## src/design/dddf_pkg.sv

```systemverilog
// ----------------------------------------------------------------------------
// Decimal digit display framer package
// Word types, sizing constants and codes that the framer modules share.
// ----------------------------------------------------------------------------
`default_nettype none

package dddf_pkg;

  // Number of digit positions on the display.
  localparam int unsigned DIGIT_COUNT = 8;

  // Field widths.
  localparam int unsigned NUMBER_W = 32;
  localparam int unsigned SHOWN_W  = 4;
  localparam int unsigned POS_W    = 4;
  localparam int unsigned CODE_W   = 4;
  localparam int unsigned FRAME_W  = 16;
  localparam int unsigned BYTE_W   = 8;

  // Codes.
  localparam logic [CODE_W-1:0] BLANK_CODE = 4'd15;
  localparam logic [POS_W-1:0]  FIRST_POS  = 4'd1;
  localparam logic [POS_W-1:0]  LAST_POS   = POS_W'(DIGIT_COUNT);
  localparam logic [SHOWN_W-1:0] MAX_SHOWN = SHOWN_W'(DIGIT_COUNT);

  // Divide by ten: reciprocal ceil(2^35 / 10) is exact for every 32-bit value.
  localparam int unsigned        RECIP_SHIFT = 35;
  localparam logic [NUMBER_W-1:0] RECIP_TEN  = 32'hCCCC_CCCD;
  localparam int unsigned        PROD_W      = 2 * NUMBER_W;

  // Queue between front and back.
  localparam int unsigned QDEPTH = 2;
  localparam int unsigned QPTR_W = (QDEPTH > 1) ? $clog2(QDEPTH) : 1;
  localparam int unsigned QCNT_W = $clog2(QDEPTH + 1);

  // Input word.
  typedef struct packed {
    logic [NUMBER_W-1:0] number;
    logic [SHOWN_W-1:0]  shown_digits;
  } req_t;

  // Result word.
  typedef struct packed {
    logic [POS_W-1:0]   digit_position;
    logic [CODE_W-1:0]  digit_code;
    logic [FRAME_W-1:0] frame_word;
    logic               last_frame;
    logic               overflow;
  } res_t;

  // Head of the queue as seen by the back part.
  typedef struct packed {
    logic valid;
    req_t item;
  } head_t;

endpackage

`default_nettype wire

```

## src/design/dddf_front.sv

```systemverilog
// ----------------------------------------------------------------------------
// Framer front
// Accepts request words, clamps the digit count and queues them for the back.
// ----------------------------------------------------------------------------
`default_nettype none

module dddf_front (
  input  wire logic           clk_i,
  input  wire logic           rst_ni,
  input  wire logic           start,
  output logic                busy,
  input  wire dddf_pkg::req_t req_i,
  output dddf_pkg::head_t     head_o,
  input  wire logic           pop_i
);

  dddf_pkg::req_t                    mem_q [dddf_pkg::QDEPTH];
  logic [dddf_pkg::QPTR_W-1:0]       wr_ptr_q, wr_ptr_d, rd_ptr_q, rd_ptr_d;
  logic [dddf_pkg::QCNT_W-1:0]       cnt_q, cnt_d;
  logic                              push;
  dddf_pkg::req_t                    clamped;

  // A word is taken whenever the queue has room.
  assign busy = (cnt_q == dddf_pkg::QCNT_W'(dddf_pkg::QDEPTH));
  assign push = start && !busy;

  // Digit counts above the display size show every position.
  always_comb begin
    clamped = req_i;
    if (req_i.shown_digits > dddf_pkg::MAX_SHOWN) begin
      clamped.shown_digits = dddf_pkg::MAX_SHOWN;
    end
  end

  // Pointer and fill count updates.
  always_comb begin
    wr_ptr_d = wr_ptr_q;
    rd_ptr_d = rd_ptr_q;
    cnt_d    = cnt_q;
    if (push) begin
      wr_ptr_d = (wr_ptr_q == dddf_pkg::QPTR_W'(dddf_pkg::QDEPTH - 1)) ?
                 '0 : wr_ptr_q + 1'b1;
    end
    if (pop_i) begin
      rd_ptr_d = (rd_ptr_q == dddf_pkg::QPTR_W'(dddf_pkg::QDEPTH - 1)) ?
                 '0 : rd_ptr_q + 1'b1;
    end
    if (push && !pop_i) begin
      cnt_d = cnt_q + 1'b1;
    end else if (!push && pop_i) begin
      cnt_d = cnt_q - 1'b1;
    end
  end

  always_ff @(posedge clk_i or negedge rst_ni) begin
    if (!rst_ni) begin
      wr_ptr_q <= '0;
      rd_ptr_q <= '0;
      cnt_q    <= '0;
    end else begin
      wr_ptr_q <= wr_ptr_d;
      rd_ptr_q <= rd_ptr_d;
      cnt_q    <= cnt_d;
    end
  end

  // Queue storage.
  always_ff @(posedge clk_i) begin
    if (push) begin
      mem_q[wr_ptr_q] <= clamped;
    end
  end

  assign head_o.valid = (cnt_q != '0);
  assign head_o.item  = mem_q[rd_ptr_q];

  // The back never pops an empty queue.
  assert property (@(posedge clk_i) disable iff (!rst_ni) pop_i |-> head_o.valid)
    else $error("pop from empty queue");

  // The fill count stays within the queue depth.
  assert property (@(posedge clk_i) disable iff (!rst_ni)
                   cnt_q <= dddf_pkg::QCNT_W'(dddf_pkg::QDEPTH))
    else $error("queue count out of range");

endmodule

`default_nettype wire

```

## config.mk

```make
export PLATFORM = sky130hd
export DESIGN_NAME = dddf_front
export DESIGN_NICKNAME = d
export VERILOG_FILES = /design/src/design/dddf_pkg.sv /design/src/design/dddf_front.sv
export SDC_FILE = /design/constraint.sdc
export NUM_CORES = 1
export LEC_CHECK = 0
export BUFFER_PORTS_ARGS = -buffer_cell sky130_fd_sc_hd__buf_2
export CAP_MARGIN = 15
export CORE_AREA = 2 2 110 59
export CTS_CLUSTER_DIAMETER = 30
export DETAILED_ROUTE_END_ITERATION = 6
export DIE_AREA = 0 0 112 61
export GPL_ROUTABILITY_DRIVEN = 0
export HOLD_SLACK_MARGIN = 0.1
export PLACE_DENSITY = 0.77
export RECOVER_POWER = 50
export SYNTH_ARGS = -nofsm -noshare
export SYNTH_HDL_FRONTEND = slang
export SYNTH_SLANG_ARGS = --single-unit
```

## constraint.sdc

```tcl
create_clock -name clk_i -period 3.1 [get_ports clk_i]
set_input_delay 0.62 -clock clk_i [delete_from_list [all_inputs] [get_ports clk_i]]
set_output_delay 0.62 -clock clk_i [all_outputs]
set_load 0.01 [all_outputs]
```

==> run_results.csv, run 1 <==
group,metric,value,unit
status,status,"complete, no violations",
yosys,ys_warn_count,0,
floorplanning,dieArea,6832,um2
yosys,synth-edff-count,72,
floorplanning,die_h,61,um
floorplanning,ios,78,
clock_tree,clock_latency,0.32,ns
yosys,ys_types,17,
setup_path,slowest_delay,0.80,ns
final_layout,insertedDiodeCount,0,
final_layout,drive_gt1_share,49.33,%
place,portBuffers,77,
sta,fin_setup_tns,0,ns
setup_path,cp_cell_sequence,"buf_12, mux2_2, buf_2",
yosys,synth_fp_nets,176,
grt,grt_overflow_total,0,
grt,grt_max_degree,37,
pwr,leakagePower,1.478,nW
setup_path,required,2.48,ns
yosys,avgSynthCellArea,21.98,um2
run,maxCapViolCount,0,
yosys,synth_top_cell_area_share,72.85,%
sta,tightest_slew,0.9709,ns
setup_path,worst_path_max_delay_cell,"dfrtp_1",
final_layout,nets,262,
floorplanning,initial_core_util,50.68,%
setup_path,endpoint_kind,"output pin",
sta,hold_viol_final,0,
sta,fmax,390.8,MHz
floorplanning,core,5856,um2
yosys,yosysMostFrequentCell,"edfxtp_1",
setup_path,start_kind,"flip-flop",
pwr,ir_drop,0.5025,mV
sta,fin_crit,2.559,ns
sta,maxSlewViolCount,0,
setup_path,crit_type,"flip-flop to output pin",
place,post-dp-hpwl,3080,um
yosys,synth_commonest_cells,"edfxtp_1, mux2_4, mux2_2",
routing,viasPerCell,4.725,
yosys,syn-cell-area,2968,um2
final_layout,area_growth,25.38,%
sta,final.setup_skew,0.004117,ns
yosys,synth_top_cell_by_area,"edfxtp_1",
pwr,power_density,1003,nW/um2
clock_tree,cts_tree,"done",
yosys,synth-main-ff-cell,"edfxtp_1",
clock_tree,cts.clk_slew.worst_paths,0.05,ns
setup_path,critPathBufInv,2,
routing,routed_wl,4723,um
sta,setup_violations,0,
clock_tree,cts_buffers,9,
setup_path,cp_max_fo,26,
sta,fin_crit_sh,82.55,%
grt,grt_pass1_wl,7182,um
place,place_ws,1.092,ns
yosys,async_flop_share,5.263,%
routing,drcViolationCount,0,
clock_tree,root_buffer,"clkbuf_16",
setup_path,cp_top_family,"flip-flops",
yosys,synth-seq-cells,76,
yosys,synth_area_leaders,"edfxtp_1, mux2_4, dfrtp_1, mux2_2, buf_12",
grt,grt_util_all_layers,14.90,%
routing,first_iter_violations,42,
sta,rsz0062_at_grt,"false",
routing,ant_nets,0,
floorplanning,dieWidth,112,um
sta,max_slew_margin,35.28,%
routing,num_vias,1427,
setup_path,cp.arrival,1.94,ns
sta,layout_setup_ws,0.5408,ns
routing,dr.pass1.iters,4,
clock_tree,htreeDepth,3,
clock_tree,cts.sinks,76,
yosys,seq_area_frac_synth,76.22,%
grt,first_global_vias,1396,
yosys,synth_cells,135,
clock_tree,clockBufferDepth,2,
floorplanning,num_rows,20,
routing,wl_per_cell,15.64,um
worst_hold_path,hold_path_class,"flip-flop to flip-flop",
setup_path,ff2ff_setup_slack,1.14,ns
grt,grt_antenna_before_repair,0,
pwr,total_power,3.732,mW
==> cell type report <==
| cell class | instances | area [um2] |
|---|---|---|
| clock buffers | 9 | 225.2 |
| well taps | 77 | 96.34 |
| clock inverters | 6 | 103.9 |
| multi-input cells | 51 | 628.1 |
| inverters | 3 | 11.26 |
| fillers | 448 | 2135 |
| flip-flops and latches | 76 | 2262 |
| repair buffers | 80 | 394.1 |
==> state kept, by name, indices dropped and copies added, names as in the netlist <==
| name | cells |
|---|---|
| cnt_q | 2 |
| mem_q | 72 |
| rd_ptr_q | 1 |
| wr_ptr_q | 1 |
==> layout by cell type, fill, tap and decap left out, drive strengths merged <==
cell type / instances
ha: 1
buf: 57
dlygate4sd3: 1
dfrtp: 4
xnor2: 2
clkbuf: 31
bufinv: 3
nand2: 1
nand2b: 1
nor2b: 3
inv: 3
or2: 1
xor2: 3
edfxtp: 72
mux2: 36
and3: 1
clkinv: 3
nor2: 2
==> what timing repair did <==
item,CTS,global route
resized for setup,0,0
hold buffers,1,0
buffers inserted,0,0
endpoints found under the hold margin,4,0
==> worst register-to-register path: stages, from the launching register on <==
cell and delay (ns):
dfrtp_1 0.41, nand2b_1 0.16, nand2_1 0.14, nor2_4 0.10, clkbuf_2 0.74
==> per-layer routing <==
metal | GRT usage [%] | share of wire (%)
met2 | 21.56 | 42
met5 | 0 | 0
met3 | 8.192 | 10
met1 | 19.40 | 48
met4 | 5.226 | 0
==> power breakdown <==
part / leakage, nW / switching, mW / total [mW] / internal (mW)
Sequential: 0.716 / 0.112 / 1.53 / 1.41
Clock: 0.163 / 0.359 / 1.13 / 0.775
Combinational: 0.599 / 0.513 / 1.07 / 0.558
==> worst paths after layout <==
| kind | startpoint | endpoint | depth (start not counted) |
|---|---|---|---|
| min reg2reg | cnt_q[1] | cnt_q[1] | 1 |
| max reg2reg | cnt_q[0] | mem_q[0][16] | 4 |
| max in group asynchronous | rst_ni | rd_ptr_q | 2 |
| min | cnt_q[1] | cnt_q[1] | 1 |
| max | rd_ptr_q | head_o[7] | 3 |
| min in group asynchronous | rst_ni | cnt_q[1] | 2 |
==> metrics by stage <==
stage	hold WS (ns)	instances	area (um2)	utilization (%)
after global placement	0.4318	286	3412	58.27
final	0.4782	302	3721	63.55
after detailed placement	0.4311	286	3412	58.27
after global routing	0.4699	302	3721	63.55
after floorplan	0.3244	135	2968	-
after CTS	0.4737	302	3751	64.06
==> cells by family after synthesis <==
group,synth area share (%)
buffers and inverters,2.909
AND/OR/NAND/NOR,1.645
flip-flops,76.22
multiplexers,17.33
XOR/XNOR,1.476
adder cells (fa/ha/maj),0.4215
Note: power is estimated with default switching activity, not from simulation.
==> inputs of run 2 (changes only) <==
Clock period 3.1 ns to 2.55 ns, I/O delays scaled along.
==> run_results.csv, run 2 (synthesis results as in run 1) <==
group,metric,value,unit
status,status,"complete, no violations",
sta,fmax,439.2,MHz
pwr,power_density,1187,nW/um2
routing,drcViolationCount,0,
pwr,p_switching,1.228,mW
sta,max_slew_margin,34.95,%
final_layout,nets,265,
setup_path,cp.arrival,1.77,ns
sta,rsz0062_at_grt,"false",
floorplanning,num_rows,20,
run,maxCapViolCount,0,
sta,maxSlewViolCount,0,
sta,setup_violations,0,
final_layout,final_common_cell,"edfxtp_1",
routing,viasPerCell,4.791,
place,portBuffers,77,
worst_hold_path,hold_path_class,"input port to flip-flop",
routing,ant_nets,0,
sta,fin_setup_tns,0,ns
place,post-dp-hpwl,3441,um
final_layout,area_growth,25.13,%
clock_tree,clock_latency,0.32,ns
floorplanning,dieArea,6832,um2
pwr,leakagePower,1.471,nW
sta,hold_viol_final,0,
setup_path,worst_path_max_delay_cell,"dfrtp_2",
place,place_ws,0.6009,ns
setup_path,cp_max_fo,15,
clock_tree,cts.sinks,76,
pwr,clkPwrFrac,27.5,%
floorplanning,ios,78,
final_layout,layout_common_cells,"edfxtp_1, buf_2, mux2_4",
floorplanning,initial_core_util,50.68,%
floorplanning,die_h,61,um
sta,fin_crit,2.277,ns
sta,layout_setup_ws,0.2730,ns
setup_path,crit_type,"flip-flop to output pin",
routing,routed_wl,5018,um
clock_tree,post-cts-setup-buffers,0,
routing,dr.pass1.iters,4,
clock_tree,cts.clk_slew.worst_paths,0.06,ns
setup_path,cp_cell_sequence,"buf_4, mux2_4, buf_2",
pwr,swShare,27.86,%
final_layout,insertedDiodeCount,0,
final_layout,largest_register_ffs,72,
sta,final.setup_skew,0.005985,ns
final_layout,fin_cells,306,
floorplanning,dieWidth,112,um
grt,grt_pass1_wl,7693,um
grt,grt_max_degree,37,
routing,wl_per_cell,16.40,um
clock_tree,post_cts_resize_count,0,
final_layout,drive_gt1_share,51.09,%
clock_tree,clockBufferDepth,2,
grt,first_global_vias,1481,
final_layout,reg_top3,"mem_q: 72 flops, cnt_q: 2 flops",
pwr,combinationalPowerShare,30.0,%
final_layout,fill_cells,446,
pwr,p_seq_share,42.5,%
routing,num_vias,1466,
grt,grt_util_all_layers,15.80,%
sta,fin_crit_sh,89.30,%
sta,hold_slack,0.3776,ns
clock_tree,htreeDepth,3,
setup_path,endpoint_kind,"output pin",
pwr,ir_drop,0.6510,mV
setup_path,required,2.04,ns
clock_tree,root_buffer,"clkbuf_16",
grt,grt_overflow_total,0,
routing,first_iter_violations,51,
setup_path,start_kind,"flip-flop",
final_layout,top_register,"mem_q",
pwr,p_int,3.179,mW
sta,tightest_slew,0.9757,ns
place,dp.cells,289,
clock_tree,cts_buffers,9,
setup_path,slowest_delay,0.67,ns
floorplanning,core,5856,um2
final_layout,postLayoutCoreUtil,63.42,%
clock_tree,cts_tree,"done",
grt,grt_antenna_before_repair,0,
run 2: cell count changes in the layout (fill, tap and decap cells not counted), sizes merged:
cell	before	now
buf	57	62
bufinv	3	1
clkinv	3	2
clkinvlp	0	2
run 2: per-stage QoR:
stage	area (um2)	power [mW]
after global routing	3714	4.637
after CTS	3740	4.464
final	3714	4.407
after global placement	3435	3.218
after floorplan	2970	2.840
after detailed placement	3435	3.240
run 2: critical path: cells and delay by family (launching register included):
kind	cells	cell delay (ns)
buffers and inverters	2	0.44
flip-flops	1	0.67
multiplexers	1	0.33
run 2: power by group through the flow:
stage                     Clock (mW)  Sequential, mW  Combinational, mW
after floorplan                    0            1.81               1.03
after global placement             0            1.88               1.34
after detailed placement           0            1.90               1.34
after CTS                       1.24            1.87               1.35
after global routing            1.31            1.91               1.42
final                           1.21            1.87               1.32
run 2: area by class of cell:
cell class	count	area, um2	share of cell area (%)
Tap cell	77	96.34	2.594
Timing Repair Buffer	83	419.2	11.29
Sequential cell	76	2263	60.95
Multi-Input combinational cell	51	628.1	16.91
Inverter	3	11.26	0.3032
Clock buffer	11	232.7	6.267
Clock inverter	5	62.56	1.685
run 2: worst paths after layout:
kind | from | endpoint | slack [ns] | depth (start not counted)
max reg2reg | cnt_q[0] | mem_q[1][27] | 0.68 | 3
max in group asynchronous | rst_ni | rd_ptr_q | 1.76 | 2
min | req_i[31] | mem_q[1][31] | 0.38 | 1
min in group asynchronous | rst_ni | cnt_q[0] | 0.57 | 2
max | rd_ptr_q | head_o[9] | 0.27 | 3
min reg2reg | cnt_q[1] | cnt_q[1] | 0.49 | 1
run 2: what timing repair did:
action / 4_1_cts / 5_1_grt
setup endpoints to repair: 0 / 0
hold buffers: 1 / 0
hold endpoints to repair: 4 / 0
run 2: layer usage:
layer / global-route usage (%) / part of all wire (%)
met1: 21.28 / 49
met2: 23.98 / 43
met3: 6.494 / 7.1
met4: 5.226 / 0.46
met5: 0 / 0
==> inputs of run 3 (changes only) <==
Settings changed: PLACE_DENSITY 0.77 to 0.75.
==> run_results.csv, run 3 (synthesis results as in run 1) <==
group,metric,value,unit
status,status,"complete, no violations",
pwr,swShare,27.14,%
setup_path,required,2.04,ns
clock_tree,htreeDepth,3,
worst_hold_path,hold_path_class,"input port to flip-flop",
final_layout,area_growth,25.04,%
floorplanning,initial_core_util,50.68,%
floorplanning,ios,78,
floorplanning,core,5856,um2
sta,tightest_slew,1.053,ns
routing,wl_met1,2167,um
floorplanning,dieArea,6832,um2
floorplanning,die_h,61,um
pwr,p_seq_share,40.8,%
setup_path,slowest_delay,0.42,ns
routing,first_iter_violations,56,
place,dp.cells,289,
final_layout,drive_gt1_share,49.34,%
routing,routed_wl,4740,um
grt,grt_util_all_layers,15.31,%
setup_path,endpoint_kind,"output pin",
sta,fin_setup_tns,0,ns
sta,setup_violations,0,
grt,first_global_vias,1483,
setup_path,crit_type,"flip-flop to output pin",
routing,num_vias,1453,
routing,topRoutingLayerUsed,"met4",
final_layout,nets,265,
routing,viasPerCell,4.748,
clock_tree,clockBufferDepth,2,
routing,drcViolationCount,0,
final_layout,fin_cells,306,
setup_path,cp_max_fo,17,
grt,grt_overflow_total,0,
clock_tree,post_cts_resize_count,0,
clock_tree,root_buffer,"clkbuf_16",
place,dpl_cell_area,3422,um2
final_layout,final_area,3711,um2
final_layout,fill_cells,443,
pwr,p_switching,1.209,mW
setup_path,cp_cell_sequence,"buf_4, mux2_2, buf_2",
routing,dr.pass1.iters,4,
clock_tree,cts.clk_slew.worst_paths,0.05,ns
sta,final.setup_skew,0.005244,ns
sta,fmax,478.3,MHz
final_layout,final_common_cell,"edfxtp_1",
grt,grt_max_degree,37,
final_layout,largest_register_ffs,72,
pwr,power_density,1200,nW/um2
floorplanning,num_rows,20,
clock_tree,clock_latency,0.32,ns
setup_path,ff2ff_setup_slack,0.49,ns
setup_path,start_kind,"flip-flop",
clock_tree,postCtsHoldBufs,1,
pwr,clkPwrFrac,28.8,%
sta,fin_crit,2.091,ns
pwr,leakagePower,1.477,nW
clock_tree,cts_buffers,9,
sta,maxSlewViolCount,0,
place,portBuffers,77,
clock_tree,cts.sinks,76,
routing,ant_nets,0,
setup_path,cp.arrival,1.58,ns
sta,max_slew_margin,29.82,%
setup_path,worst_path_max_delay_cell,"dfrtp_2",
routing,wl_met2,2009,um
floorplanning,dieWidth,112,um
run,maxCapViolCount,0,
final_layout,top_register,"mem_q",
place,post-dp-hpwl,3240,um
routing,dr_wl_met3,511,um
final_layout,reg_top3,"mem_q: 72 flops, cnt_q: 2 flops",
final_layout,insertedDiodeCount,0,
routing,wl_per_cell,15.49,um
sta,fin_crit_sh,81.99,%
pwr,combinationalPowerShare,30.4,%
place,place_ws,0.8059,ns
grt,grt_pass1_wl,7258,um
pwr,p_int,3.246,mW
grt,grt_antenna_before_repair,0,
clock_tree,cts_tree,"done",
sta,layout_setup_ws,0.4591,ns
sta,rsz0062_at_grt,"false",
sta,hold_viol_final,0,
pwr,ir_drop,0.6061,mV
clock_tree,post-cts-setup-buffers,0,
final_layout,layout_common_cells,"edfxtp_1, buf_2, mux2_4",
[run 3: cell count changes in the layout (fill, tap and decap cells not counted), moves of 2 or more]
cell        change
buf_2           -3
clkbuf_1        +2
clkinv_2        +3
buf_4           +2
clkinvlp_4      -2
clkinv_4        -2
[run 3: critical path, delay by kind of cell, from the launching register on]
family | cells | cell delay [ns]
flip-flops | 1 | 0.42
buffers and inverters | 2 | 0.46
multiplexers | 1 | 0.37
[run 3: cell type report]
type,count,area [um2],area share (%)
sequential,76,2263,60.99
multi-input combinational,51,626.9,16.89
timing repair buffer,83,405.4,10.92
clock buffer,10,229.0,6.170
tap,77,96.34,2.596
clock inverter,6,78.83,2.124
inverter,3,11.26,0.3034
[run 3: path summary, 6_finish.rpt]
kind / start / end / cells past startpoint
min: req_i[24] / mem_q[0][24] / 1
max: rd_ptr_q / head_o[16] / 3
max in group asynchronous: rst_ni / rd_ptr_q / 2
min in group asynchronous: rst_ni / cnt_q[1] / 2
min reg2reg: cnt_q[1] / cnt_q[1] / 1
max reg2reg: cnt_q[0] / mem_q[1][17] / 3
[run 3: metrics by stage]
stage	power [mW]	util (%)	hold WS [ns]
finish	4.455	63.38	0.3710
detailed placement	3.217	58.44	0.3239
global placement	3.190	58.44	0.3214
global route	4.673	63.38	0.3596
floorplan	2.840	-	0.2144
CTS	4.514	63.87	0.3593
[run 3: layer usage]
metal	global-route usage [%]	vias to the layer above
li1	-	695
met1	19.06	687
met2	22.68	64
met3	8.991	7
met4	5.749	0
met5	0	-
[run 3: power by group through the flow]
| stage | sequential [mW] | clock (mW) | combinational [mW] |
|---|---|---|---|
| floorplan | 1.81 | 0 | 1.03 |
| global route | 1.84 | 1.37 | 1.46 |
| global placement | 1.83 | 0 | 1.36 |
| CTS | 1.82 | 1.31 | 1.39 |
| finish | 1.82 | 1.28 | 1.36 |
| detailed placement | 1.84 | 0 | 1.38 |
